`src/hw/rtl/tkl_pkg.sv`:
```
// Shared types and constants of the top-k length tracker.
`timescale 1ns / 1ps

package tkl_pkg;

	localparam int LEN_W        = 16;
	localparam int ID_W         = 31;
	localparam int RANK_W       = 4;
	localparam int KEEP_W       = 5;
	localparam int KEEP_RESET   = 10;
	localparam int MAX_KEEP_DEF = 16;
	localparam int ADDR_W       = 3;
	localparam int DATA_W       = 32;

	// Register byte addresses
	localparam logic [ADDR_W-1:0] ADDR_KEEP_COUNT = 3'd0;

	// One kept record
	typedef struct packed {
		logic [LEN_W-1:0] len;
		logic [ID_W-1:0]  author;
		logic [ID_W-1:0]  repo;
	} entry_t;

	// Per-cell control from the top level
	typedef struct packed {
		logic ins;       // insert the incoming record this cycle
		logic drain;     // shift toward rank 0 by one entry
		logic clear;     // drop the entry (limit lowered)
		logic in_range;  // cell index below the active limit
	} cell_ctl_t;

endpackage

```
`src/hw/rtl/tkl_cell.sv`:
```
// One cell of the sorted chain: holds one entry and exchanges with its neighbors.
`timescale 1ns / 1ps

module tkl_cell
	import tkl_pkg::*;
(
	input  logic      clk,
	input  logic      arst_n,
	input  cell_ctl_t ctl,
	input  entry_t    new_data,
	input  logic      up_keep,
	input  logic      up_valid,
	input  entry_t    up_data,
	input  logic      dn_valid,
	input  entry_t    dn_data,
	output logic      valid,
	output entry_t    data,
	output logic      keep
);

	logic   valid_q;
	entry_t data_q;
	logic   take_new;
	logic   take_up;

	// Hold the entry when it is at least as long as the newcomer
	assign keep     = valid_q && (data_q.len >= new_data.len);
	assign take_new = ctl.ins && !keep && up_keep;
	assign take_up  = ctl.ins && !keep && !up_keep;

	// Update the valid bit
	always_ff @(posedge clk or negedge arst_n) begin
		if (!arst_n) begin
			valid_q <= 1'b0;
		end else if (ctl.clear) begin
			valid_q <= 1'b0;
		end else if (ctl.drain) begin
			valid_q <= dn_valid;
		end else if (ctl.ins) begin
			if (keep) begin
				valid_q <= ctl.in_range;
			end else if (up_keep) begin
				valid_q <= ctl.in_range;
			end else begin
				valid_q <= up_valid && ctl.in_range;
			end
		end
	end

	// Load the payload from the newcomer or a neighbor
	always_ff @(posedge clk) begin
		if (ctl.drain) begin
			data_q <= dn_data;
		end else if (take_new) begin
			data_q <= new_data;
		end else if (take_up) begin
			data_q <= up_data;
		end
	end

	assign valid = valid_q;
	assign data  = data_q;

endmodule

```
`src/hw/rtl/top_k_by_length_tracker.sv`:
```
// Top-k by length tracker: a non-final record is accepted and the chain inserts it in place.
// A final record is inserted likewise; then, while the result register is free, the list
// leaves one entry per cycle from cell 0 as the chain shifts toward it; records are stalled
// until the last entry is loaded, and each result is held in a result register.
// Reset (arst_n low) empties the list and sets keep_count to 10.
`timescale 1ns / 1ps

module top_k_by_length_tracker
	import tkl_pkg::*;
#(
	parameter int MAX_KEEP = MAX_KEEP_DEF
) (
	input  logic               clk,
	input  logic               arst_n,
	// configuration port
	input  logic               psel,
	input  logic               penable,
	input  logic               pwrite,
	input  logic [ADDR_W-1:0]  paddr,
	input  logic [DATA_W-1:0]  pwdata,
	output logic [DATA_W-1:0]  prdata,
	output logic               pready,
	// record channel
	input  logic               rec_valid,
	output logic               rec_stall,
	input  logic [LEN_W-1:0]   message_length,
	input  logic [ID_W-1:0]    writer_id,
	input  logic [ID_W-1:0]    repository_id,
	input  logic               final_record,
	// result channel
	output logic               res_valid,
	input  logic               res_stall,
	output logic [RANK_W-1:0]  rank,
	output logic [LEN_W-1:0]   kept_length,
	output logic [ID_W-1:0]    kept_author,
	output logic [ID_W-1:0]    kept_repository,
	output logic               end_of_list
);

	localparam int LIM_W = $clog2(MAX_KEEP + 1);

	// Clamp a keep count to 1..MAX_KEEP
	function automatic logic [LIM_W-1:0] clamp_limit(input logic [KEEP_W-1:0] kc);
		logic [LIM_W-1:0] r;
		if (kc == '0) begin
			r = LIM_W'(1);
		end else if (32'(kc) > MAX_KEEP) begin
			r = LIM_W'(MAX_KEEP);
		end else begin
			r = LIM_W'(kc);
		end
		return r;
	endfunction

	logic [KEEP_W-1:0] keep_count_q;
	logic [LIM_W-1:0]  limit;
	logic [LIM_W-1:0]  new_limit;
	logic              cfg_we;
	logic              accept;
	logic              drain_q;
	logic              step;
	logic [RANK_W-1:0] rank_q;
	logic              res_valid_q;
	logic [RANK_W-1:0] res_rank_q;
	entry_t            res_data_q;
	logic              res_end_q;
	entry_t            new_data;

	logic              valid_w [MAX_KEEP];
	entry_t            data_w  [MAX_KEEP];
	logic              keep_w  [MAX_KEEP];
	cell_ctl_t         ctl_w   [MAX_KEEP];

	// Configuration register
	assign pready    = 1'b1;
	assign cfg_we    = psel && penable && pwrite && (paddr == ADDR_KEEP_COUNT);
	assign new_limit = clamp_limit(pwdata[KEEP_W-1:0]);
	assign limit     = clamp_limit(keep_count_q);
	assign prdata    = (paddr == ADDR_KEEP_COUNT) ? DATA_W'(keep_count_q) : '0;

	always_ff @(posedge clk or negedge arst_n) begin
		if (!arst_n) begin
			keep_count_q <= KEEP_W'(KEEP_RESET);
		end else if (cfg_we) begin
			keep_count_q <= pwdata[KEEP_W-1:0];
		end
	end

	// Record intake
	assign rec_stall = drain_q;
	assign accept    = rec_valid && !rec_stall;
	assign new_data  = '{len: message_length, author: writer_id, repo: repository_id};

	// During an unload, take one entry whenever the result register is free
	assign step = drain_q && (!res_valid_q || !res_stall);

	// Chain of cells
	for (genvar i = 0; i < MAX_KEEP; i++) begin : g_cell
		assign ctl_w[i] = '{
			ins:      accept,
			drain:    step,
			clear:    cfg_we && !(LIM_W'(i) < new_limit),
			in_range: LIM_W'(i) < limit
		};

		tkl_cell u_cell (
			.clk      (clk),
			.arst_n   (arst_n),
			.ctl      (ctl_w[i]),
			.new_data (new_data),
			.up_keep  ((i == 0) ? 1'b1 : keep_w[(i == 0) ? 0 : i - 1]),
			.up_valid ((i == 0) ? 1'b0 : valid_w[(i == 0) ? 0 : i - 1]),
			.up_data  ((i == 0) ? entry_t'('0) : data_w[(i == 0) ? 0 : i - 1]),
			.dn_valid ((i == MAX_KEEP - 1) ? 1'b0 : valid_w[(i == MAX_KEEP - 1) ? i : i + 1]),
			.dn_data  ((i == MAX_KEEP - 1) ? entry_t'('0) :
			           data_w[(i == MAX_KEEP - 1) ? i : i + 1]),
			.valid    (valid_w[i]),
			.data     (data_w[i]),
			.keep     (keep_w[i])
		);
	end

	// Drain control and rank counter
	always_ff @(posedge clk or negedge arst_n) begin
		if (!arst_n) begin
			drain_q <= 1'b0;
			rank_q  <= '0;
		end else if (accept && final_record) begin
			drain_q <= 1'b1;
			rank_q  <= '0;
		end else if (step) begin
			rank_q <= rank_q + RANK_W'(1);
			if (!valid_w[1]) begin
				drain_q <= 1'b0;
			end
		end
	end

	// Result register valid
	always_ff @(posedge clk or negedge arst_n) begin
		if (!arst_n) begin
			res_valid_q <= 1'b0;
		end else if (step) begin
			res_valid_q <= 1'b1;
		end else if (!res_stall) begin
			res_valid_q <= 1'b0;
		end
	end

	// Result register payload
	always_ff @(posedge clk) begin
		if (step) begin
			res_rank_q <= rank_q;
			res_data_q <= data_w[0];
			res_end_q  <= !valid_w[1];
		end
	end

	assign res_valid       = res_valid_q;
	assign rank            = res_rank_q;
	assign kept_length     = res_data_q.len;
	assign kept_author     = res_data_q.author;
	assign kept_repository = res_data_q.repo;
	assign end_of_list     = res_end_q;

endmodule

```
`config.mk`:
```
export PLATFORM = sky130hd
export DESIGN_NAME = top_k_by_length_tracker
export DESIGN_NICKNAME = d
export VERILOG_FILES = /design/src/hw/rtl/tkl_pkg.sv /design/src/hw/rtl/tkl_cell.sv /design/src/hw/rtl/top_k_by_length_tracker.sv
export SDC_FILE = /design/constraint.sdc
export NUM_CORES = 2
export LEC_CHECK = 0
export ABC_CLOCK_PERIOD_IN_PS = 6880
export BUFFER_PORTS_ARGS = -buffer_cell sky130_fd_sc_hd__clkbuf_2
export CAP_MARGIN = 20
export CORE_AREA = 2 2 508 510
export DETAILED_ROUTE_END_ITERATION = 12
export DIE_AREA = 0 0 510 512
export PLACE_DENSITY = 0.52
export SETUP_SLACK_MARGIN = 0.1
export SYNTH_ARGS = -nofsm -noshare
export SYNTH_HDL_FRONTEND = slang
export SYNTH_HIERARCHICAL = 1
export SYNTH_SLANG_ARGS = --single-unit
```
`constraint.sdc`:
```
create_clock -name clk -period 6.88 [get_ports clk]
set_input_delay 0.688 -clock clk [delete_from_list [all_inputs] [get_ports clk]]
set_output_delay 0.688 -clock clk [all_outputs]
set_load 0.01 [all_outputs]
```
# Word level (Yosys, flattened, before mapping)
# Index checks and enable logic that the tools add are counted.
# totals
elab_cells,435
output_inout_bits,118
ff_bits,1358
# classes
reduce_logical,173
n_mux,136
addsub,1
n_eq_ne,2
magnitude_cmp,50
# op_table
cell,n
$mux 78,46
$ge 16x16->1,16
$logic_and 1x1->1,99
$reduce_bool 3->1,30
$mux 1,83
$lt 4x5->1 const A,16
$lt 3x5->1 const A,8
$logic_not 1->1,36
$mux 5,5
$lt 1x5->1 const A,4
$lt 2x5->1 const A,4
$gt 5x5->1 const B,2
$logic_not 5->1,2
$mux 4,2
$reduce_bool 2->1,3
$add 4x1->4 const B,1
$logic_not 3->1,1
$ne 2x1->1 const B,1
$ne 2x2->1 const B,1
$reduce_and 2->1,1
$logic_or 1x1->1,1

# Depth between registers and ports, before layout
# depth
word_depth,10
mapped_depth,15
ltp_nobuf,12

# Hierarchy
# Netlist, hierarchy kept.
# by_module_without_submodules
mod,n_inst,cells_per_inst,area_per_inst_um2
tkl_cell at g_cell[0].u_cell ...,9,494,4773.3
tkl_cell at g_cell[3].u_cell ...,7,329,4275.4
top_k_by_length_tracker,1,213,3530.9

# Worst setup path before layout
# No wires, ideal clock.
# synth_timing
path_kind,in2reg
startpoint,input port rec_valid
endpoint,"register g_cell[0].u_cell.data_q, in the netlist g_cell[0].u_cell/data[0], enable pin"
setup_time_ns,0.531
slack_ns,0.130
t_required_ns,6.349
path_buffers,0
arrival_ns,6.220
stages,3
cell_sequence,nor2b_1 -> inv_1 -> o21bai_1
# synth_between
elab_chain_len,3
# synth_rtl
element,line_no,source
from (decl),top_k_by_length_tracker.sv:24,"input logic rec_valid,"
$logic_and 1x1->1,top_k_by_length_tracker.sv:91,assign accept = rec_valid && !rec_stall;
$logic_and 1x1->1,tkl_cell.sv:28,assign take_new = ctl.ins && !keep && up_keep;
$reduce_bool 2->1 (no source line),n/a,
to (signal assigned),tkl_cell.sv:53,data_q <= dn_data;
to (signal assigned),tkl_cell.sv:55,data_q <= new_data;
to (signal assigned),tkl_cell.sv:57,data_q <= up_data;
to (decl),tkl_cell.sv:22,entry_t data_q;
# Every way passes these cells.
# A chain may end at the register's enable or synchronous reset.

==> results.ini <==
[critical_path]
cpPeakStageDelay_ps = 660
cp.arrival_ps = 5610
worstPathMaxFanout = 41
slowest_stage = a21o_4
r2r-start = g_cell[0].u_cell/data[77]$_DFFE_PP_
worst-setup-path-type = in2reg
setup.worst_path.start = message_length[13]
endpoint_kind = flip-flop
crit_top_cell = a21oi_1
worstSetupStartpointType = input pin
crit_chain = clkbuf_2 -> inv_1 -> ha_1 -> nand4_1 -> nor3_1 -> a31oi_2 -> a21boi_0 -> nand2_1 -> nor4_1 -> a21o_4 -> buf_12 -> a21oi_1 -> a21oi_1
critPathRequiredTime_ps = 7540

[floorplanning]
std_cell_rows = 186
die_h_um = 512
fp.dieW_um = 510
dieArea_um2 = 261000
core_um2 = 256000
start_util_pct = 29.9
pin_count = 239

[placed_design]
dpl.hpwl_um = 147000
placed_area_um2 = 81200
io_buffers = 183
gp_congestion = 0.791

[clock_tree]
clk_path_buf_depth = 3
root_buffer = clkbuf_16
cts_tree = built
cts_max_level = 4
clk_pin_slew_ps = 60
clock_sinks = 1358
numCtsBuffers = 153
insertion_delay_ps = 830

[timing]
fin_tns_setup_ps = 0
finalClockSkew_ps = 36.4
fmax_mhz = 202
worst_slew_pin_slew_ps = 1140
timing.final.crit_share_pct = 71.8
setup_violations = 0
drv_slew = 0
max_slew_margin_pct = 24.3
finalHoldViolations = 0
rsz0062_at_grt = false
period_needed_ps = 4940

[synth]
muxShareOfSynthArea_pct = 0.190
synth_fa_ha_area_share_pct = 4.21
ys_seq_area_share_pct = 53.2
synth_top_family_by_area = compound AO/OA/AOI/OAI gates
synth-async-reset-ratio_pct = 1.99
synth_simple_gate_area_share_pct = 15.8
synth_compound_area_share_pct = 21.1
ys.warnings.count = 6
synth_cell_types = 57
synth_edf_count = 1331
synth_xor_area_share_pct = 0.0115
ys.flop_type = edfxtp_1
syn_avg_cell_area_um2 = 11.0
synth-seq-cells = 1358
syn-instance-count = 6962
synth_area_um2 = 76400

[global_routing]
grt_max_degree = 288
overflow = 0
grtUsageTotal_pct = 17.7
grt_pass1_wl_um = 356000
antenna_found_initial = 23
grt_pass1_vias = 54400

[final_layout]
stdcell_area_um2 = 86100
fill_cells = 25500
multi_input_area_um2 = 32700
area_delta_synth_final_pct = 12.6
fin_nets = 7472
ff_latch_area_um2 = 40600
drive_above_1_share_pct = 13.7

[min_path]
hold_class = in2reg
hp-start = res_stall

[routing]
drc = 0
viasPerCell = 5.22
routedWlPerCell_um = 22.3
ant_nets = 0
first_pass_iters = 8
drt-initial-drc-count = 5473
vias = 55400
wl_um = 237000

[power]
p_per_area_nw_per_um2 = 411
leakage_nw = 32.6
vdd_drop_max_uv = 327

[job]
cap_violations = 0

[run_status]
status = finished, final reports clean

[per-stage QoR]
stage	hold slack [ps]	setup slack (ps)	instances	total power, mW	util [%]
2_1_floorplan	392	130	7150	23.5	-
3_3_place_gp	437	1260	10300	26.8	31.7
3_5_place_dp	439	1190	10300	27.2	31.7
4_1_cts	67.6	2050	10600	35.6	33.7
5_1_grt	144	1730	10600	37.4	33.7
6_report	130	1940	10600	35.4	33.7
[area by class of cell]
cell class	count	share of cell area (%)
tap	3384	4.92
clock inverter	91	0.968
inverter	286	1.26
sequential	1358	47.2
antenna	4	0.0116
timing repair buffer	314	2.99
multi-input combinational	4981	37.9
clock buffer	191	4.70
[worst max-delay path: cells and delay by family]
kind	cells	cell delay (ps)
compound gates	5	1840
fa+ha+maj	1	330
buf+inv	3	1030
simple gates	4	1420
[worst paths after layout]
kind | end | slack [ps] | cells past startpoint
worst max register to register | g_cell[1].u_cell/data[15]$_DFFE_PP_ | 2010 | 11
worst min register to register | kept_author[17]$_DFFE_PP_ | 450 | 0
worst max-delay path | g_cell[1].u_cell/data[15]$_DFFE_PP_ | 1940 | 13
max in group asynchronous | keep_count_q[2]$_DFFE_PN0P_ | 5720 | 2
min in group asynchronous | rank_q[3]$_DFFE_PN0P_ | 540 | 2
worst min-delay path | res_valid$_DFFE_PN0P_ | 130 | 3
[layout by cell type, fill, tap and decap left out, drive strengths merged, types with 8 or more instances in the layout]
master and count:
or3 10, a21oi 1494, clkbuf 374, nor2b 703
o21ai 38, a2111o 16, conb 190, and3 8
a311oi 9, buf 130, mux2 12, nand3b 9
a31o 8, o311ai 9, o21a 9, bufinv 11
nor3 42, a221o 539, a41o 8, a21boi 25
ha 257, and2 552, a21o 36, nand2b 27
nand4 58, dfrtp 25, edfxtp 1331, a31oi 11
inv 293, clkinv 71, nand3 11, or2 8
nor2 46, o21bai 18, nor4 10, nand2 778
[what timing repair did]
action,in CTS,in global routing
setup buffers,0,0
hold buffers,1,0
gates resized for setup,0,0
hold endpoints to repair,10,0
[registers in the layout, summed over array words and instances, names as in the netlist]
| name | count |
|---|---|
| rank_q | 4 |
| g_cell.u_cell/valid | 16 |
| keep_count_q | 5 |
| kept_length | 16 |
| rank | 4 |
| res_valid | 1 |
| kept_repository | 31 |
| end_of_list | 1 |
| rec_stall | 1 |
| g_cell.u_cell/data | 1248 |
| kept_author | 31 |
[cells in the mapped netlist (all sizes together) (27+ instances only)]
| cell | instances | share of area [%] |
|---|---|---|
| nor2b | 703 | 5.8 |
| a221o | 539 | 7.1 |
| edfxtp | 1331 | 52 |
| nor2 | 46 | 0.23 |
| buf | 264 | 2.8 |
| a21o | 36 | 0.35 |
| and2 | 552 | 4.5 |
| a21oi | 1494 | 12 |
| nand4 | 58 | 0.47 |
| nand2b | 27 | 0.22 |
| inv | 286 | 1.4 |
| nand2 | 778 | 3.8 |
| clkbuf | 261 | 1.3 |
| o21ai | 38 | 0.28 |
| nor3 | 42 | 0.29 |
| ha | 257 | 4.2 |
[kinds of logic (layout without fill, tap and decap cells)]
| family | count (synthesis) | in the layout |
|---|---|---|
| AOI/OAI and AO/OA | 2258 | 2258 |
| xor gates and xnor gates | 1 | 1 |
| adders and majority gates | 257 | 257 |
| buffers and inverters | 811 | 882 |
| DFF | 1358 | 1358 |
| muxes | 13 | 13 |
| other | 2 | 194 |
| and+or+nand+nor | 2262 | 2262 |
[report_power, final]
part           internal, mW  switching, mW  leakage (nW)
clock                  4.61           3.61          2.39
sequential             14.1           2.15          13.3
combinational          4.57           6.30          16.9
total                  23.3           12.1          32.6
[routing by layer]
| layer | GRT usage (%) | wire (um) | vias up |
|---|---|---|---|
| li1 | - | - | 25700 |
| met3 | 2.50 | 14300 | 296 |
| met4 | 4.78 | 5370 | 20 |
| met5 | 0 | 115 | - |
| met2 | 29.1 | 112000 | 1832 |
| met1 | 24.1 | 106000 | 27500 |
Note: power is estimated with default switching activity, not from simulation.
